--- config.mk ---
export PLATFORM = sky130hd
export DESIGN_NAME = base64_stream_decoder
export DESIGN_NICKNAME = d
export VERILOG_FILES = /design/src/hw/rtl/b64d_pkg.sv /design/src/hw/rtl/base64_stream_decoder.sv /design/src/hw/rtl/b64d_map.sv /design/src/hw/rtl/b64d_core.sv /design/src/hw/rtl/b64d_out.sv
export SDC_FILE = /design/constraint.sdc
export NUM_CORES = 1
export LEC_CHECK = 0
export BUFFER_PORTS_ARGS = -buffer_cell sky130_fd_sc_hd__buf_2
export CAP_MARGIN = 10
export CELL_PAD_IN_SITES_DETAIL_PLACEMENT = 1
export CELL_PAD_IN_SITES_GLOBAL_PLACEMENT = 1
export CORE_MARGIN = 2
export CORE_UTILIZATION = 49
export DETAILED_ROUTE_END_ITERATION = 8
export MAX_ROUTING_LAYER = met4
export PLACE_DENSITY_LB_ADDON = 0.1
export SYNTH_ARGS = -nofsm -noshare
export SYNTH_HDL_FRONTEND = slang
export SYNTH_SLANG_ARGS = --single-unit
--- constraint.sdc ---
create_clock -name clock -period 7.3 [get_ports clock]
set_clock_uncertainty 0.15 [all_clocks]
set_input_delay 0.73 -clock clock [delete_from_list [all_inputs] [get_ports clock]]
set_output_delay 0.73 -clock clock [all_outputs]
set_load 0.03 [all_outputs]
--- src/hw/rtl/b64d_pkg.sv ---
// b64d_pkg: shared types and constants for the base64 stream decoder.
// No dependencies; imported by every module of the decoder.
package b64d_pkg;

   localparam int SEXTET_W   = 6;
   localparam int ACC_W      = 18;
   localparam int WORD_W     = 24;
   localparam int CSR_IDX_W  = 2;

   localparam logic [CSR_IDX_W-1:0] CSR_SYMBOL62 = 2'd0;
   localparam logic [CSR_IDX_W-1:0] CSR_SYMBOL63 = 2'd1;

   localparam logic [7:0] SYMBOL62_RESET = 8'd43;
   localparam logic [7:0] SYMBOL63_RESET = 8'd47;

   localparam logic [7:0] CHAR_PAD     = 8'h3D;
   localparam logic [7:0] CHAR_UPPER_A = 8'h41;
   localparam logic [7:0] CHAR_UPPER_Z = 8'h5A;
   localparam logic [7:0] CHAR_LOWER_A = 8'h61;
   localparam logic [7:0] CHAR_LOWER_Z = 8'h7A;
   localparam logic [7:0] CHAR_DIGIT_0 = 8'h30;
   localparam logic [7:0] CHAR_DIGIT_9 = 8'h39;

   localparam logic [7:0] LOWER_OFFSET = 8'd71;  // 'a' - 26
   localparam logic [7:0] DIGIT_OFFSET = 8'd4;   // 52 - '0'

   localparam logic [SEXTET_W-1:0] SEXTET_62 = 6'd62;
   localparam logic [SEXTET_W-1:0] SEXTET_63 = 6'd63;

   typedef enum logic [1:0] {
      STATUS_OK      = 2'd0,
      STATUS_LENGTH  = 2'd1,
      STATUS_PADDING = 2'd2
   } status_type;

   typedef struct packed {
      logic [WORD_W-1:0] word;
      logic [1:0]        count;
      logic              has_bytes;
      logic              last;
      status_type        status;
   } group_type;

endpackage

--- src/hw/rtl/base64_stream_decoder.sv ---
// base64_stream_decoder: top level of the streaming base64 decoder.
// Depends on b64d_pkg, b64d_core, b64d_map and b64d_out.
//
//   channel  prefix  direction  payload
//   request  req_    in         text_char, message_end
//   response rsp_    out        data_byte, byte_valid, end_of_output, status
//   csr      csr_    in         index (0: symbol 62, 1: symbol 63), data
//
// One character is taken per cycle. A fourth character whose group yields bytes,
// or a message end, loads a result group (1 to 3 results) into the output slot,
// which then drains one result per cycle while rsp_ready is high; such a character
// waits until the slot is empty or its final result is taken. Results appear in the
// cycle after the transaction. Reset is synchronous and restores the default
// alphabet; csr writes always complete.
module base64_stream_decoder (
   input  logic                           clock,
   input  logic                           reset,
   input  logic                           req_valid,
   output logic                           req_ready,
   input  logic [7:0]                     req_text_char,
   input  logic                           req_message_end,
   output logic                           rsp_valid,
   input  logic                           rsp_ready,
   output logic [7:0]                     rsp_data_byte,
   output logic                           rsp_byte_valid,
   output logic                           rsp_end_of_output,
   output logic [1:0]                     rsp_status,
   input  logic                           csr_valid,
   output logic                           csr_ready,
   input  logic [b64d_pkg::CSR_IDX_W-1:0] csr_index,
   input  logic [7:0]                     csr_data
);
   import b64d_pkg::*;

   group_type grp;
   logic      grp_load, slot_ready;

   assign csr_ready = 1'b1;

   b64d_core u_core (
      .clock           (clock),
      .reset           (reset),
      .csr_write       (csr_valid && csr_ready),
      .csr_index       (csr_index),
      .csr_data        (csr_data),
      .req_valid       (req_valid),
      .req_text_char   (req_text_char),
      .req_message_end (req_message_end),
      .req_ready       (req_ready),
      .slot_ready      (slot_ready),
      .grp_load        (grp_load),
      .grp             (grp)
   );

   b64d_out u_out (
      .clock             (clock),
      .reset             (reset),
      .grp_load          (grp_load),
      .grp               (grp),
      .slot_ready        (slot_ready),
      .rsp_valid         (rsp_valid),
      .rsp_ready         (rsp_ready),
      .rsp_data_byte     (rsp_data_byte),
      .rsp_byte_valid    (rsp_byte_valid),
      .rsp_end_of_output (rsp_end_of_output),
      .rsp_status        (rsp_status)
   );

endmodule

--- src/hw/rtl/b64d_map.sv ---
// b64d_map: maps one character to its sextet through the base64 alphabet.
// Depends on b64d_pkg.
module b64d_map (
   input  logic [7:0]                   text_char,
   input  logic [7:0]                   symbol62,
   input  logic [7:0]                   symbol63,
   output logic                         mapped,
   output logic                         is_pad,
   output logic [b64d_pkg::SEXTET_W-1:0] sextet
);
   import b64d_pkg::*;

   logic [7:0] diff;

   always_comb begin
      mapped = 1'b1;
      is_pad = 1'b0;
      diff   = '0;
      sextet = '0;
      if (text_char == CHAR_PAD) begin
         is_pad = 1'b1;
      end else if (text_char == symbol63) begin
         sextet = SEXTET_63;
      end else if (text_char == symbol62) begin
         sextet = SEXTET_62;
      end else if (text_char >= CHAR_UPPER_A && text_char <= CHAR_UPPER_Z) begin
         diff   = text_char - CHAR_UPPER_A;
         sextet = diff[SEXTET_W-1:0];
      end else if (text_char >= CHAR_LOWER_A && text_char <= CHAR_LOWER_Z) begin
         diff   = text_char - LOWER_OFFSET;
         sextet = diff[SEXTET_W-1:0];
      end else if (text_char >= CHAR_DIGIT_0 && text_char <= CHAR_DIGIT_9) begin
         diff   = text_char + DIGIT_OFFSET;
         sextet = diff[SEXTET_W-1:0];
      end else begin
         mapped = 1'b0;
      end
   end

endmodule

--- src/hw/rtl/b64d_core.sv ---
// b64d_core: alphabet registers, group assembly state and result group build.
// Depends on b64d_pkg and b64d_map.
module b64d_core (
   input  logic                           clock,
   input  logic                           reset,
   input  logic                           csr_write,
   input  logic [b64d_pkg::CSR_IDX_W-1:0] csr_index,
   input  logic [7:0]                     csr_data,
   input  logic                           req_valid,
   input  logic [7:0]                     req_text_char,
   input  logic                           req_message_end,
   output logic                           req_ready,
   input  logic                           slot_ready,
   output logic                           grp_load,
   output b64d_pkg::group_type            grp
);
   import b64d_pkg::*;

   logic [7:0]          symbol62_ff, symbol63_ff;
   logic [1:0]          pos_ff, pos_in;
   logic [ACC_W-1:0]    acc_ff, acc_in;
   logic [2:0]          pad_ff, pad_in;
   logic                stop_ff, stop_in;
   logic [1:0]          vcnt_ff, vcnt_in;
   logic                seen_ff, seen_in;
   logic                perr_ff, perr_in;

   logic                mapped, is_pad;
   logic [SEXTET_W-1:0] sextet;
   logic [2:0]          pad_sum;
   logic [1:0]          pad_low;
   logic                grp_full, produce, accept;

   b64d_map u_map (
      .text_char (req_text_char),
      .symbol62  (symbol62_ff),
      .symbol63  (symbol63_ff),
      .mapped    (mapped),
      .is_pad    (is_pad),
      .sextet    (sextet)
   );

   assign pad_sum   = pad_ff + {2'b00, is_pad};
   assign pad_low   = pad_sum[1:0];
   assign grp_full  = mapped && !stop_ff && (pos_ff == 2'd3);
   assign produce   = req_message_end || grp.has_bytes;
   assign req_ready = slot_ready || !produce;
   assign accept    = req_valid && req_ready;
   assign grp_load  = accept && produce;

   always_comb begin
      pos_in  = pos_ff;
      acc_in  = acc_ff;
      pad_in  = pad_ff;
      stop_in = stop_ff;
      vcnt_in = vcnt_ff;
      seen_in = seen_ff;
      perr_in = perr_ff;

      grp.has_bytes = grp_full && (pad_sum < 3'd3);
      grp.word      = grp.has_bytes ? {acc_ff, sextet} : '0;
      grp.count     = grp.has_bytes ? (2'd3 - pad_low) : 2'd1;
      grp.last      = req_message_end;

      if (mapped) begin
         vcnt_in = vcnt_ff + 2'd1;
         seen_in = 1'b1;
         if (!stop_ff) begin
            pad_in = pad_sum;
            if (pos_ff != 2'd3) begin
               acc_in = {acc_ff[ACC_W-SEXTET_W-1:0], sextet};
               pos_in = pos_ff + 2'd1;
            end else begin
               if (pad_sum >= 3'd3) begin
                  perr_in = 1'b1;
               end
               if (pad_sum != 3'd0) begin
                  stop_in = 1'b1;
               end
               pos_in = '0;
               acc_in = '0;
               pad_in = '0;
            end
         end
      end

      if (!seen_in || vcnt_in != 2'd0) begin
         grp.status = STATUS_LENGTH;
      end else if (perr_in) begin
         grp.status = STATUS_PADDING;
      end else begin
         grp.status = STATUS_OK;
      end

      if (req_message_end) begin
         pos_in  = '0;
         acc_in  = '0;
         pad_in  = '0;
         stop_in = 1'b0;
         vcnt_in = '0;
         seen_in = 1'b0;
         perr_in = 1'b0;
      end
   end

   always_ff @(posedge clock) begin
      if (reset) begin
         symbol62_ff <= SYMBOL62_RESET;
         symbol63_ff <= SYMBOL63_RESET;
      end else if (csr_write) begin
         if (csr_index == CSR_SYMBOL62) begin
            symbol62_ff <= csr_data;
         end
         if (csr_index == CSR_SYMBOL63) begin
            symbol63_ff <= csr_data;
         end
      end
   end

   always_ff @(posedge clock) begin
      if (reset) begin
         pos_ff  <= '0;
         acc_ff  <= '0;
         pad_ff  <= '0;
         stop_ff <= 1'b0;
         vcnt_ff <= '0;
         seen_ff <= 1'b0;
         perr_ff <= 1'b0;
      end else if (accept) begin
         pos_ff  <= pos_in;
         acc_ff  <= acc_in;
         pad_ff  <= pad_in;
         stop_ff <= stop_in;
         vcnt_ff <= vcnt_in;
         seen_ff <= seen_in;
         perr_ff <= perr_in;
      end
   end

endmodule

--- src/hw/rtl/b64d_out.sv ---
// b64d_out: result group register and serializer, one result per cycle while rsp_ready is high.
// Depends on b64d_pkg.
module b64d_out (
   input  logic                clock,
   input  logic                reset,
   input  logic                grp_load,
   input  b64d_pkg::group_type grp,
   output logic                slot_ready,
   output logic                rsp_valid,
   input  logic                rsp_ready,
   output logic [7:0]          rsp_data_byte,
   output logic                rsp_byte_valid,
   output logic                rsp_end_of_output,
   output logic [1:0]          rsp_status
);
   import b64d_pkg::*;

   group_type  slot_ff;
   logic       busy_ff, busy_in;
   logic [1:0] idx_ff, idx_in;
   logic       at_last, rsp_take;

   assign at_last    = (idx_ff == slot_ff.count - 2'd1);
   assign rsp_take   = rsp_valid && rsp_ready;
   assign slot_ready = !busy_ff || (rsp_ready && at_last);

   assign rsp_valid         = busy_ff;
   assign rsp_byte_valid    = slot_ff.has_bytes;
   assign rsp_end_of_output = slot_ff.last && at_last;
   assign rsp_status        = rsp_end_of_output ? slot_ff.status : STATUS_OK;

   always_comb begin
      case (idx_ff)
         2'd0:    rsp_data_byte = slot_ff.word[23:16];
         2'd1:    rsp_data_byte = slot_ff.word[15:8];
         default: rsp_data_byte = slot_ff.word[7:0];
      endcase
   end

   always_comb begin
      busy_in = busy_ff;
      idx_in  = idx_ff;
      if (rsp_take) begin
         if (at_last) begin
            busy_in = 1'b0;
         end else begin
            idx_in = idx_ff + 2'd1;
         end
      end
      if (grp_load) begin
         busy_in = 1'b1;
         idx_in  = '0;
      end
   end

   always_ff @(posedge clock) begin
      if (reset) begin
         busy_ff <= 1'b0;
         idx_ff  <= '0;
      end else begin
         busy_ff <= busy_in;
         idx_ff  <= idx_in;
      end
   end

   always_ff @(posedge clock) begin
      if (grp_load) begin
         slot_ff <= grp;
      end
   end

endmodule

==> metrics.txt <==
run status=finished clean; starting density of the core=49.9%; pin count of the biggest net entering global routing=33; number of CTS-inserted buffers=9; global placement routability congestion=0.881; top cell type by total area after synthesis=dfxtp_1; Slew Limit Headroom=23.6%; most instantiated library cell after synthesis=nand2_1; static leakage=0.00183 µW; min cycle time layout=4.38 ns; core utilization of the finished layout=54.9%; areal power density over the cells=197 mW/mm²; Detailed Routing Iterations Pass 1=8; final setup TNS=0 ns; fraction of synthesized cell area taken by the top area cell type=23.2%; most common library cells after synthesis=nand2_1 (62), dfxtp_1 (47), edfxtp_1 (30); die outline area=0.00903 mm²; gate count of the mapped netlist=425; CORE AREA=0.00813 mm²; global routing usage summed across all routing layers=25.2%; clock tree from TritonCTS=built; vias in the first global route=3,174; part of the cycle the worst path needs=60.0%; remaining number of nets flagged by the antenna check after routing=0; flip-flop and latch count after synthesis=77; count of warnings emitted by yosys=0; Rows=33; Finished Cell Area=0.00446 mm²; number of I/O port buffers=37; max capacitance violation total=0; first-iteration detailed-routing DRC count=152; Synth area leaders=dfxtp_1 (23%), edfxtp_1 (22%), nand2_1 (5.7%); Clock transition at path regs=0.08 ns; final setup violation count=0; number of antenna repair diodes=0; Max rail drop VDD=0.0000931 V; vertical die dimension=95.0 µm; clock latency reported for the late side of the worst-skew pair=0.36 ns; number of instances resized during post-cts repair=0; first-pass GRT wire length=16.6 mm; count of distinct cell types in the synthesized netlist=59; cell at the root of the clock tree=clkbuf_8; Hold Fails Final Rpt=0; antenna violations before repair=0; arrival time of data at the critical path endpoint=3.50 ns; x dimension of the die=95.0 µm; Power Total=879 µW; Critical Setup Path Class=in2out; register-to-register setup slack=3.77 ns; most common flop cell mapped by yosys=dfxtp_1; net count after synthesis=463; crit path max fanout=22; total half-perimeter wirelength after legalization and detailed placement=7.60 mm; post-synthesis instance area=0.00406 mm²; DRT Wirelength=10.2 mm; sequential element share of the synthesized area=45.4%; area after detailed placement=0.00427 mm²; category of the worst setup path launch point=input pin; Final Max Tran Viols=0; buffer depth of the longest clock path=2; number of nets in the layout=489; Critical Path Sink Type=output pin; number of vias in the routed layout=3,199; Mean Syn Cell Area=9.55 µm²; number of clock sinks=77; top achievable clock speed=0.228 GHz; routed via count divided by cell count=5.70; unrepaired setup endpoints after global routing=no; GRT overflow=0; quantity of hold-fixing buffers added after cts=0; required time of the worst setup path=6.42 ns; average wire per standard cell=18.1 µm; slew at the pin with the worst max-slew slack=1.15 ns; total number of H-tree levels=3; fraction of layout instances using a drive strength above 1=16.0%; min-delay worst type=reg2reg; asr flop ratio synth=0%; count of buffers added by post-CTS timing repair for setup=0; top-level I/O count=39; area added between synthesis and finish=9.93%; DRC violations left=0; EDFF count, synth=30
-- layout make-up --
class / count / area (µm²)
clock buffer: 9 / 124
clock inverter: 7 / 67.6
fill: 942 / 3670
inverter: 17 / 63.8
multi-input combinational: 303 / 2000
sequential: 77 / 1840
tap: 105 / 131
timing repair buffer: 43 / 230
-- worst max-delay path, cell delays in order --
cell       delay (ns)
buf_2            0.20
inv_1            0.12
ha_1             0.25
nand3_1          0.19
inv_1            0.13
ha_1             0.22
ha_1             0.37
a2111oi_2        0.40
buf_4            0.28
nand2_1          0.17
inv_2            0.17
o21bai_1         0.09
buf_2            0.19
-- report_power, final --
group	internal (µW)	switching, µW	leakage [µW]
sequential	456	7.07	0.000669
clock	131	178	0.0000872
combinational	33.5	72.6	0.00108
-- layer usage --
layer  up-vias  part of all wire, %  track usage, %  wire (µm)
li1       1569                    -               -          -
met4         0                  1.5            7.85        154
met5         -                    0               -          0
met3        13                  4.5            3.56        461
met1      1539                   50            36.6       5070
met2        78                   44            36.4       4470
-- cell families after synthesis --
family	Yosys count	synth area share, %
xor gates and xnor gates	25	5.58
DFF	77	45.4
buffers and inverters	45	5.27
and+or+nand+nor	172	21.3
other	1	0.0924
adders and majority gates	14	4.32
AOI/OAI and AO/OA	78	14.7
muxes	13	3.36
-- placed cells by master, fill, tap and decap left out, types with 6 or more instances in the layout --
cell type,n
nand2_1,62
dfxtp_1,47
buf_2,37
edfxtp_1,30
nor2_1,23
and3_1,21
xor2_1,18
a31o_1,18
inv_1,16
nor3_1,16
nand3_1,14
ha_1,14
mux2i_1,11
clkbuf_8,9
a21oi_1,8
a22oi_1,8
a31oi_1,8
nor4_1,7
xnor2_1,6
buf_4,6
-- state kept, by name, indices dropped and copies added, names as in the netlist --
| signal | count |
|---|---|
| u_out.rsp_byte_valid | 1 |
| u_core.pos_ff | 2 |
| u_core.acc_ff | 18 |
| u_core.symbol62_ff | 8 |
| u_core.symbol63_ff | 8 |
| u_out.slot_ff | 29 |
| u_core.seen_ff | 1 |
| u_core.vcnt_ff | 2 |
| u_core.stop_ff | 1 |
| u_core.pad_ff | 3 |
| u_out.idx_ff | 2 |
| u_core.perr_ff | 1 |
| u_out.rsp_valid | 1 |
-- through the flow --
stage,hold WS (ns),cells,setup slack (ns)
floorplan,0.278,425,3.48
global placement,0.292,545,2.90
detailed placement,0.309,545,2.65
CTS,0.320,561,2.96
global route,0.355,561,2.69
finish,0.315,561,2.92
-- final timing paths --
check | to | from | depth (start not counted)
hold reg to reg | u_core.pos_ff[1] | u_core.pos_ff[1] | 2
setup reg to reg | u_out.slot_ff[1] | u_core.symbol62_ff[1] | 7
setup / recovery | req_ready | req_text_char[1] | 13
hold / removal | u_core.pos_ff[1] | u_core.pos_ff[1] | 2
No activity file was read; power rests on OpenSTA's default activity.
